==> src/rtl/dpp_pkg.sv <==
// Shared types and constants of the depth pixel to posed point block.
`timescale 1ns / 1ps

package dpp_pkg;

  // Configuration port
  localparam int unsigned CfgIdxW  = 3;
  localparam int unsigned CfgDataW = 63;

  typedef enum logic [CfgIdxW-1:0] {
    REG_ROT_X       = 3'd0,
    REG_ROT_Y       = 3'd1,
    REG_ROT_Z       = 3'd2,
    REG_TRANSLATION = 3'd3,
    REG_PRINCIPAL   = 3'd4,
    REG_INV_FOCAL   = 3'd5,
    REG_DEPTH_SCALE = 3'd6,
    REG_COLOUR      = 3'd7
  } cfg_reg_e;

  // Register reset values: identity rotation, zero offsets, 1 mm depth units
  localparam logic [47:0] RotXRst       = 48'h0000_0000_4000;
  localparam logic [47:0] RotYRst       = 48'h0000_4000_0000;
  localparam logic [47:0] RotZRst       = 48'h4000_0000_0000;
  localparam logic [62:0] TranslationRst = 63'd0;
  localparam logic [31:0] PrincipalRst  = 32'd0;
  localparam logic [47:0] InvFocalRst   = 48'd0;
  localparam logic [23:0] DepthScaleRst = 24'd16777;
  localparam logic [24:0] ColourRst     = 25'h100_0000;

  // Payload of one input item
  typedef struct packed {
    logic [11:0] column;
    logic [11:0] row_index;
    logic [15:0] depth_raw;
    logic [7:0]  pixel_red;
    logic [7:0]  pixel_green;
    logic [7:0]  pixel_blue;
  } pixel_t;

  // Payload of one result item
  typedef struct packed {
    logic signed [23:0] point_x;
    logic signed [23:0] point_y;
    logic signed [23:0] point_z;
    logic [7:0]         out_red;
    logic [7:0]         out_green;
    logic [7:0]         out_blue;
  } point_t;

endpackage

==> src/rtl/dpp_stream_if.sv <==
// Valid/ready stream channel carrying one payload item per handshake.
`timescale 1ns / 1ps

interface dpp_stream_if #(
  parameter type T = logic
) ();
  logic valid;
  logic ready;
  T     data;

  modport source (output valid, output data, input ready);
  modport sink   (input valid, input data, output ready);
endinterface

==> src/rtl/depth_pixel_to_posed_point.sv <==
// Depth pixel back-projection and rigid pose transform, eight-stage pipeline.
// An accepted item passes through stage registers 0 to 7 in order; stage 7 is the output register.
// Throughput: one item per cycle; the eight register stages each stall only
// when full and blocked downstream, so bubbles are squeezed out.
// Items out of the image or with zero scaled depth are dropped, no result.
// Reset clears all stage valid bits and loads the register reset values.
`timescale 1ns / 1ps

module depth_pixel_to_posed_point
  import dpp_pkg::*;
#(
  parameter int unsigned IMAGE_DIM_LIMIT = 4096
) (
  input  logic                clk_i,
  input  logic                rst_ni,
  input  logic                cfg_we_i,
  input  logic [CfgIdxW-1:0]  cfg_idx_i,
  input  logic [CfgDataW-1:0] cfg_wdata_i,
  dpp_stream_if.sink          pix_i,
  dpp_stream_if.source        pnt_o
);

  localparam int unsigned NumStg = 8;
  localparam logic [31:0] DimLim = 32'(IMAGE_DIM_LIMIT);
  localparam logic signed [37:0] SatMax = 38'sd8388607;
  localparam logic signed [37:0] SatMin = -38'sd8388608;

  // Configuration registers
  logic [47:0] rot_q [3];
  logic [62:0] trans_q;
  logic [31:0] pp_q;
  logic [47:0] ifoc_q;
  logic [23:0] dscale_q;
  logic [24:0] colour_q;

  always_ff @(posedge clk_i or negedge rst_ni) begin
    if (!rst_ni) begin
      rot_q[0] <= RotXRst;
      rot_q[1] <= RotYRst;
      rot_q[2] <= RotZRst;
      trans_q  <= TranslationRst;
      pp_q     <= PrincipalRst;
      ifoc_q   <= InvFocalRst;
      dscale_q <= DepthScaleRst;
      colour_q <= ColourRst;
    end else if (cfg_we_i) begin
      case (cfg_reg_e'(cfg_idx_i))
        REG_ROT_X:       rot_q[0] <= cfg_wdata_i[47:0];
        REG_ROT_Y:       rot_q[1] <= cfg_wdata_i[47:0];
        REG_ROT_Z:       rot_q[2] <= cfg_wdata_i[47:0];
        REG_TRANSLATION: trans_q  <= cfg_wdata_i;
        REG_PRINCIPAL:   pp_q     <= cfg_wdata_i[31:0];
        REG_INV_FOCAL:   ifoc_q   <= cfg_wdata_i[47:0];
        REG_DEPTH_SCALE: dscale_q <= cfg_wdata_i[23:0];
        REG_COLOUR:      colour_q <= cfg_wdata_i[24:0];
        default:         ;
      endcase
    end
  end

  // Stage valid bits and per-stage load enables
  logic [NumStg-1:0] v_q;
  logic [NumStg-1:0] en;

  always_comb begin
    en[NumStg-1] = !v_q[NumStg-1] || pnt_o.ready;
    for (int k = NumStg - 2; k >= 0; k--) begin
      en[k] = !v_q[k] || en[k+1];
    end
  end

  assign pix_i.ready = en[0];

  pixel_t pix;
  logic   in_range;

  assign pix      = pix_i.data;
  assign in_range = ({20'd0, pix.column} < DimLim) && ({20'd0, pix.row_index} < DimLim);

  // Stage registers
  logic [39:0]        zf_q;
  logic signed [16:0] du_q, dv_q;
  logic [23:0]        rgb_q [NumStg];
  logic [31:0]        z16_1_q, z16_2_q;
  logic [27:0]        z12_q [1:4];
  logic signed [41:0] txp_q, typ_q;
  logic signed [29:0] tx_q, ty_q;
  logic signed [62:0] xp_q, yp_q;
  logic signed [33:0] x12_q, y12_q;
  logic signed [49:0] prod_q [3][3];
  logic signed [51:0] acc_q [3];
  logic signed [23:0] pt_q [3];

  // Advance valid bits; drop out-of-image pixels and zero depth
  always_ff @(posedge clk_i or negedge rst_ni) begin
    if (!rst_ni) begin
      v_q <= '0;
    end else begin
      if (en[0]) v_q[0] <= pix_i.valid && in_range;
      if (en[1]) v_q[1] <= v_q[0] && (zf_q != 40'd0);
      for (int k = 2; k < NumStg; k++) begin
        if (en[k]) v_q[k] <= v_q[k-1];
      end
    end
  end

  // Stage 0: scale depth, offset pixel from the principal point
  always_ff @(posedge clk_i) begin
    if (en[0]) begin
      zf_q <= 40'(pix.depth_raw) * 40'(dscale_q);
      du_q <= $signed({1'b0, pix.column, 4'b0000}) - $signed({1'b0, pp_q[15:0]});
      dv_q <= $signed({1'b0, pix.row_index, 4'b0000}) - $signed({1'b0, pp_q[31:16]});
    end
  end

  // Pick colour at entry and carry it along with the item
  always_ff @(posedge clk_i) begin
    if (en[0]) begin
      rgb_q[0] <= colour_q[24] ? {pix.pixel_red, pix.pixel_green, pix.pixel_blue}
                               : colour_q[23:0];
    end
    for (int k = 1; k < NumStg; k++) begin
      if (en[k]) rgb_q[k] <= rgb_q[k-1];
    end
  end

  // Stage 1: round depth to two scales, multiply offsets by inverse focal
  logic [40:0] z16_sum, z12_sum;

  assign z16_sum = {1'b0, zf_q} + 41'd128;
  assign z12_sum = {1'b0, zf_q} + 41'd2048;

  always_ff @(posedge clk_i) begin
    if (en[1]) begin
      z16_1_q  <= z16_sum[39:8];
      z12_q[1] <= z12_sum[39:12];
      txp_q    <= 42'(du_q) * 42'($signed({1'b0, ifoc_q[23:0]}));
      typ_q    <= 42'(dv_q) * 42'($signed({1'b0, ifoc_q[47:24]}));
    end
  end

  // Stage 2: round normalized ray direction
  logic signed [41:0] tx_sum, ty_sum;

  assign tx_sum = txp_q + 42'sd2048;
  assign ty_sum = typ_q + 42'sd2048;

  always_ff @(posedge clk_i) begin
    if (en[2]) begin
      tx_q     <= tx_sum[41:12];
      ty_q     <= ty_sum[41:12];
      z16_2_q  <= z16_1_q;
      z12_q[2] <= z12_q[1];
    end
  end

  // Stage 3: scale ray by depth
  always_ff @(posedge clk_i) begin
    if (en[3]) begin
      xp_q     <= 63'(tx_q) * 63'($signed({1'b0, z16_2_q}));
      yp_q     <= 63'(ty_q) * 63'($signed({1'b0, z16_2_q}));
      z12_q[3] <= z12_q[2];
    end
  end

  // Stage 4: round camera-frame coordinates to 2^-12 m
  logic signed [62:0] x_sum, y_sum;

  assign x_sum = xp_q + 63'sd134217728;
  assign y_sum = yp_q + 63'sd134217728;

  always_ff @(posedge clk_i) begin
    if (en[4]) begin
      x12_q    <= x_sum[61:28];
      y12_q    <= y_sum[61:28];
      z12_q[4] <= z12_q[3];
    end
  end

  // Stage 5: rotation products
  logic signed [33:0] vec [3];

  assign vec[0] = x12_q;
  assign vec[1] = y12_q;
  assign vec[2] = $signed({6'd0, z12_q[4]});

  always_ff @(posedge clk_i) begin
    if (en[5]) begin
      for (int r = 0; r < 3; r++) begin
        for (int c = 0; c < 3; c++) begin
          prod_q[r][c] <= 50'($signed(rot_q[r][16*c +: 16])) * 50'(vec[c]);
        end
      end
    end
  end

  // Stage 6: sum products and add translation
  logic signed [51:0] acc_d [3];
  logic signed [20:0] tr [3];

  always_comb begin
    for (int r = 0; r < 3; r++) begin
      tr[r] = $signed(trans_q[21*r +: 21]);
      acc_d[r] = $signed({{2{prod_q[r][0][49]}}, prod_q[r][0]})
               + $signed({{2{prod_q[r][1][49]}}, prod_q[r][1]})
               + $signed({{2{prod_q[r][2][49]}}, prod_q[r][2]})
               + $signed({{17{tr[r][20]}}, tr[r], 14'd0});
    end
  end

  always_ff @(posedge clk_i) begin
    if (en[6]) begin
      for (int r = 0; r < 3; r++) begin
        acc_q[r] <= acc_d[r];
      end
    end
  end

  // Stage 7: round to 2^-12 m and saturate into the output register
  logic signed [51:0] rnd_sum [3];
  logic signed [37:0] rnd [3];
  logic signed [23:0] pt_d [3];

  always_comb begin
    for (int r = 0; r < 3; r++) begin
      rnd_sum[r] = acc_q[r] + 52'sd8192;
      rnd[r]     = rnd_sum[r][51:14];
      if (rnd[r] > SatMax) begin
        pt_d[r] = 24'sh7F_FFFF;
      end else if (rnd[r] < SatMin) begin
        pt_d[r] = -24'sh80_0000;
      end else begin
        pt_d[r] = rnd[r][23:0];
      end
    end
  end

  always_ff @(posedge clk_i) begin
    if (en[7]) begin
      for (int r = 0; r < 3; r++) begin
        pt_q[r] <= pt_d[r];
      end
    end
  end

  // Drive the result item
  point_t pnt;

  always_comb begin
    pnt.point_x   = pt_q[0];
    pnt.point_y   = pt_q[1];
    pnt.point_z   = pt_q[2];
    pnt.out_red   = rgb_q[NumStg-1][23:16];
    pnt.out_green = rgb_q[NumStg-1][15:8];
    pnt.out_blue  = rgb_q[NumStg-1][7:0];
  end

  assign pnt_o.valid = v_q[NumStg-1];
  assign pnt_o.data  = pnt;

endmodule
==> src/flat_wrapper.sv <==
// flat-port wrapper written by rule: the top's interface ports become plain ports
module depth_pixel_to_posed_point_flat import dpp_pkg::*;
#(
  parameter int unsigned IMAGE_DIM_LIMIT = 4096
)
  (clk_i, rst_ni, cfg_we_i, cfg_idx_i, cfg_wdata_i, pix_i_valid, pix_i_data, pix_i_ready, pnt_o_valid, pnt_o_data, pnt_o_ready);
  dpp_stream_if pix_i_i ();
  dpp_stream_if pnt_o_i ();
  input  logic clk_i;
  input  logic rst_ni;
  input  logic cfg_we_i;
  input  logic [CfgIdxW-1:0] cfg_idx_i;
  input  logic [CfgDataW-1:0] cfg_wdata_i;
  input wire logic [$bits(pix_i_i.valid)-1:0] pix_i_valid;
  input wire logic [$bits(pix_i_i.data)-1:0] pix_i_data;
  output wire logic [$bits(pix_i_i.ready)-1:0] pix_i_ready;
  output wire logic [$bits(pnt_o_i.valid)-1:0] pnt_o_valid;
  output wire logic [$bits(pnt_o_i.data)-1:0] pnt_o_data;
  input wire logic [$bits(pnt_o_i.ready)-1:0] pnt_o_ready;
  assign pix_i_i.valid = pix_i_valid;
  assign pix_i_i.data = pix_i_data;
  assign pix_i_ready = pix_i_i.ready;
  assign pnt_o_valid = pnt_o_i.valid;
  assign pnt_o_data = pnt_o_i.data;
  assign pnt_o_i.ready = pnt_o_ready;
  depth_pixel_to_posed_point #(.IMAGE_DIM_LIMIT(IMAGE_DIM_LIMIT)) u_core (.clk_i(clk_i), .rst_ni(rst_ni), .cfg_we_i(cfg_we_i), .cfg_idx_i(cfg_idx_i), .cfg_wdata_i(cfg_wdata_i), .pix_i(pix_i_i), .pnt_o(pnt_o_i));
endmodule
==> config.mk <==
export PLATFORM = sky130hd
export DESIGN_NAME = depth_pixel_to_posed_point_flat
export DESIGN_NICKNAME = d
export VERILOG_FILES = /design/src/rtl/dpp_pkg.sv /design/src/rtl/dpp_stream_if.sv /design/src/rtl/depth_pixel_to_posed_point.sv /design/src/flat_wrapper.sv
export SDC_FILE = /design/constraint.sdc
export NUM_CORES = 1
export LEC_CHECK = 0
export ABC_AREA = 1
export ABC_CLOCK_PERIOD_IN_PS = 850
export BUFFER_PORTS_ARGS = -buffer_cell sky130_fd_sc_hd__buf_2
export CAP_MARGIN = 15
export CELL_PAD_IN_SITES_DETAIL_PLACEMENT = 1
export CELL_PAD_IN_SITES_GLOBAL_PLACEMENT = 1
export CORE_MARGIN = 3
export CORE_UTILIZATION = 10
export CTS_CLUSTER_SIZE = 30
export DETAILED_ROUTE_END_ITERATION = 12
export PLACE_DENSITY_LB_ADDON = 0.15
export SLEW_MARGIN = 20
export SYNTH_ARGS = -nofsm -noshare
export SYNTH_HDL_FRONTEND = slang
export SYNTH_SLANG_ARGS = --single-unit
export TNS_END_PERCENT = 50
==> constraint.sdc <==
create_clock -name clk_i -period 0.85 [get_ports clk_i]
set_input_delay 0.17 -clock clk_i [delete_from_list [all_inputs] [get_ports clk_i]]
set_output_delay 0.17 -clock clk_i [all_outputs]
set_load 0.05 [all_outputs]
======== Yosys cells after proc, flatten, opt, wreduce, memory -nomap -nowiden ========
Memory sizes are Yosys's and may differ from the RTL's.
Index checks and enable logic that the tools add are counted.
word-level totals
  register bits after elaboration ......... 25
  memories ................................ 1
  output and inout bits ................... 3
  logic and storage cells ................. 5
  RAM bits ................................ 192
  bits of input ports ..................... 72
operators by class
  eq/ne operators ......................... 1
  reductions and logical operators ........ 1
  muxes and demuxes ....................... 1
memory list
  memory        words  width  read ports  clocked after Yosys merged registers in  write ports  line                              RTL
  u_core.rgb_q  8      24     8           0                                        8            depth_pixel_to_posed_point.sv:83  logic [23:0] rgb_q [NumStg];
operators with widths
  operator                                    count
  two-way mux 24 bit                          1
  equality test 3 bit, second input constant  1
  AND reduction 2 bit                         1

======== Longest topological paths before layout ========
  word-level depth ........................ 2
  mapped depth ............................ 4
  depth with buffers taken out ............ 4

======== Worst setup path before layout ========
Ideal clock, no wire load.
  kind .................................... register to output
  start ................................... memory u_core.rgb_q[7][0], in the netlist u_core.rgb_q[1][72]
  end ..................................... output pnt_o_data
  cell stages (with the launch flop) ...... 1
  path slack .............................. 0.093 ns
  arrival time ............................ 0.587 ns
  data required time ...................... 0.680 ns
  buffers on the path ..................... 0
  cell sequence ........................... dfxtp_1
RTL lines
  what                line                              RTL
  start: declaration  depth_pixel_to_posed_point.sv:83
  end: declaration    flat_wrapper.sv:18                output wire logic [$bits(pnt_o_i.data)-1:0] pnt_o_data;

==> results_dict.tcl <==
set metrics [dict create \
    nets 111 \
    synth.largest_area_cell "dfxtp_1" \
    grt_remaining_overflow 0 \
    switching_share 0.234 \
    detailedRoute.firstIterationViolations 1 \
    seqCellArea_sq_um 213 \
    layout_setup_ws_ps -38.6 \
    routed_wl_microns 513 \
    syn2layout_area_growth_pct 43.5 \
    antenna_cells 0 \
    clock_skew_ps 7.05 \
    slew_violations 0 \
    routed-via-count 200 \
    p_per_area_nw_per_um2 2880 \
    p_seq_frac 0.527 \
    ant_nets 0 \
    path_buf_inv 1 \
    multiInputGateArea_sq_um 57.6 \
    rows 18 \
    clk_path_buf_depth 2 \
    fmax_ghz 1.13 \
    drive_gt1_frac 0.447 \
    total_power_w 0.00119 \
    rsz0062_at_grt "yes" \
    io_pins 75 \
    cp.arrival_ps 720 \
    htreeDepth 1 \
    p_clk_frac 0.345 \
    synth_top_cell_area_share 0.557 \
    fin_crit_sh 1.05 \
    grtUsageTotal 0.0404 \
    intPower_w 0.000912 \
    slowest_stage "dfxtp_2" \
    syn-num-nets 98 \
    setup_viol 1 \
    holdWs_ps 115 \
    cp-start-kind "flip-flop" \
    drc_errors 0 \
    netlist_area_sq_um 288 \
    antenna_found_initial 0 \
    dieWidth_microns 59.6 \
    violations "setup timing" \
    dpl_cell_area_sq_um 355 \
    power.static_leakage_nw 0.187 \
    numPortBuffers 9 \
    firstDrtPassIters 2 \
    netSwitchingPower_w 0.000279 \
    path_delay_family "flip-flops" \
    mostFrequentLayoutCells "buf_2, dfxtp_1, nand2_1, o21ai_0, clkbuf_4" \
    cts_setup_buffers 0 \
    power_frac_comb 0.128 \
    die-area_sq_um 3560 \
    coreArea_sq_um 2610 \
    crit_chain "buf_8" \
    crit_required_ps 680 \
    cts_sinks 10 \
    clk_latency_ps 260 \
    status "finished, violations left" \
    cts-root-buf "clkbuf_4" \
    worstSetupPathType "reg2out" \
    grt_max_degree 7 \
    drt-vias-per-instance 2.94 \
    final_hold_viol_count 0 \
    fp.dieH_microns 59.6 \
    place_congestion 0.739 \
    hp-class "in2reg" \
    initial_utilization 0.110 \
    ys_ff_latch 10 \
    avgSynthCellArea_sq_um 11.1 \
    grt_pass1_wl_microns 986 \
    fillers 320 \
    cts_tree "built" \
    cp_slowest_stage_delay_ps 330 \
    ys_types 10 \
    wl_per_cell_microns 7.54 \
    final_cell_area_sq_um 413 \
    critPathMaxFanout 1 \
    layout_commonest_cell "buf_2" \
    yosysSeqAreaShare 0.735 \
    synth_warnings 0 \
    clk_pin_slew_ps 70 \
    cts_buffers 3 \
    synth_top_cells_by_area "dfxtp_1, dfstp_2, dfrtp_1, nand2_1, o21ai_0" \
    place_ws_ps 112 \
    synthCells 26 \
    ir_drop_mv 0.783 \
    maxCapViolCount 0 \
    grt_pass1_vias 249 \
    endpoint_kind "output pin" \
    fin_crit_ps 889 \
]
## synth_stat cells
master and count:
dfrtp_1 1, nand2_1 6, nor2_2 1, o21ai_0 3, nand2_2 1, dfxtp_1 8, dfstp_2 1, buf_4 2
conb_1 2, inv_1 1
## sequential cells by signal, indices dropped and copies added (netlist names)
signal	flops
u_core.colour_q	2
u_core.rgb_q	8
## kinds of logic (layout without fill, tap and decap cells)
family          Yosys count  in the layout  synth area share
other cells               2              2            0.0261
compound gates            3              3            0.0522
buf+inv                   3             15            0.0652
flops                    10             10             0.735
simple gates              8              8             0.122
## cell type report
class,count,share of cell area
flip-flops and latches,10,0.515
repair buffers,10,0.158
multi-input cells,13,0.139
well taps,30,0.0909
clock buffers,4,0.0879
inverters,1,0.00909
## routing by layer
| layer | global-route usage | share of wire | up-vias |
|---|---|---|---|
| met5 | 0 | 0 | - |
| met4 | 0.00949 | 0 | 0 |
| met3 | 0.0436 | 0.14 | 0 |
| met2 | 0.0679 | 0.54 | 14 |
| met1 | 0.0313 | 0.32 | 89 |
| li1 | - | - | 97 |
## power by group through the flow
stage	combinational [W]	sequential [W]	clock, W
finish	0.000153	0.000628	0.000410
global route	0.000166	0.000644	0.000467
CTS	0.000154	0.000632	0.000438
detailed placement	0.000128	0.000633	0
global placement	0.000124	0.000628	0
floorplan	0.0000531	0.000662	0
## per-stage QoR
| stage | setup TNS, ps | instances | utilization |
|---|---|---|---|
| 2_1_floorplan | 0 | 26 | - |
| 3_3_place_gp | 0 | 63 | 0.136 |
| 3_5_place_dp | 0 | 63 | 0.136 |
| 4_1_cts | -56.3 | 68 | 0.158 |
| 5_1_grt | -75.5 | 68 | 0.158 |
| 6_report | -38.6 | 68 | 0.158 |
## timing repair
| action | CTS | global route |
|---|---|---|
| hold buffers | 1 | 0 |
| endpoints found under the hold margin | 2 | 0 |
| gates resized for setup | 4 | 0 |
| setup endpoints to repair | 1 | 1 |
## worst paths after layout
check / depth (start not counted) / start / slack [ps] / endpoint
max: 1 / u_core.rgb_q[1][72] / -40 / pnt_o_data
min: 3 / cfg_wdata_i[0] / 120 / u_core.colour_q[0]
min reg2reg: 0 / u_core.rgb_q[0][48] / 330 / u_core.rgb_q[0][72]
max reg2reg: 2 / u_core.colour_q[24] / 120 / u_core.colour_q[24]
min in group asynchronous: 2 / rst_ni / 220 / u_core.colour_q[0]
max in group asynchronous: 2 / rst_ni / 450 / u_core.colour_q[24]
Note: power is estimated with default switching activity, not from simulation.
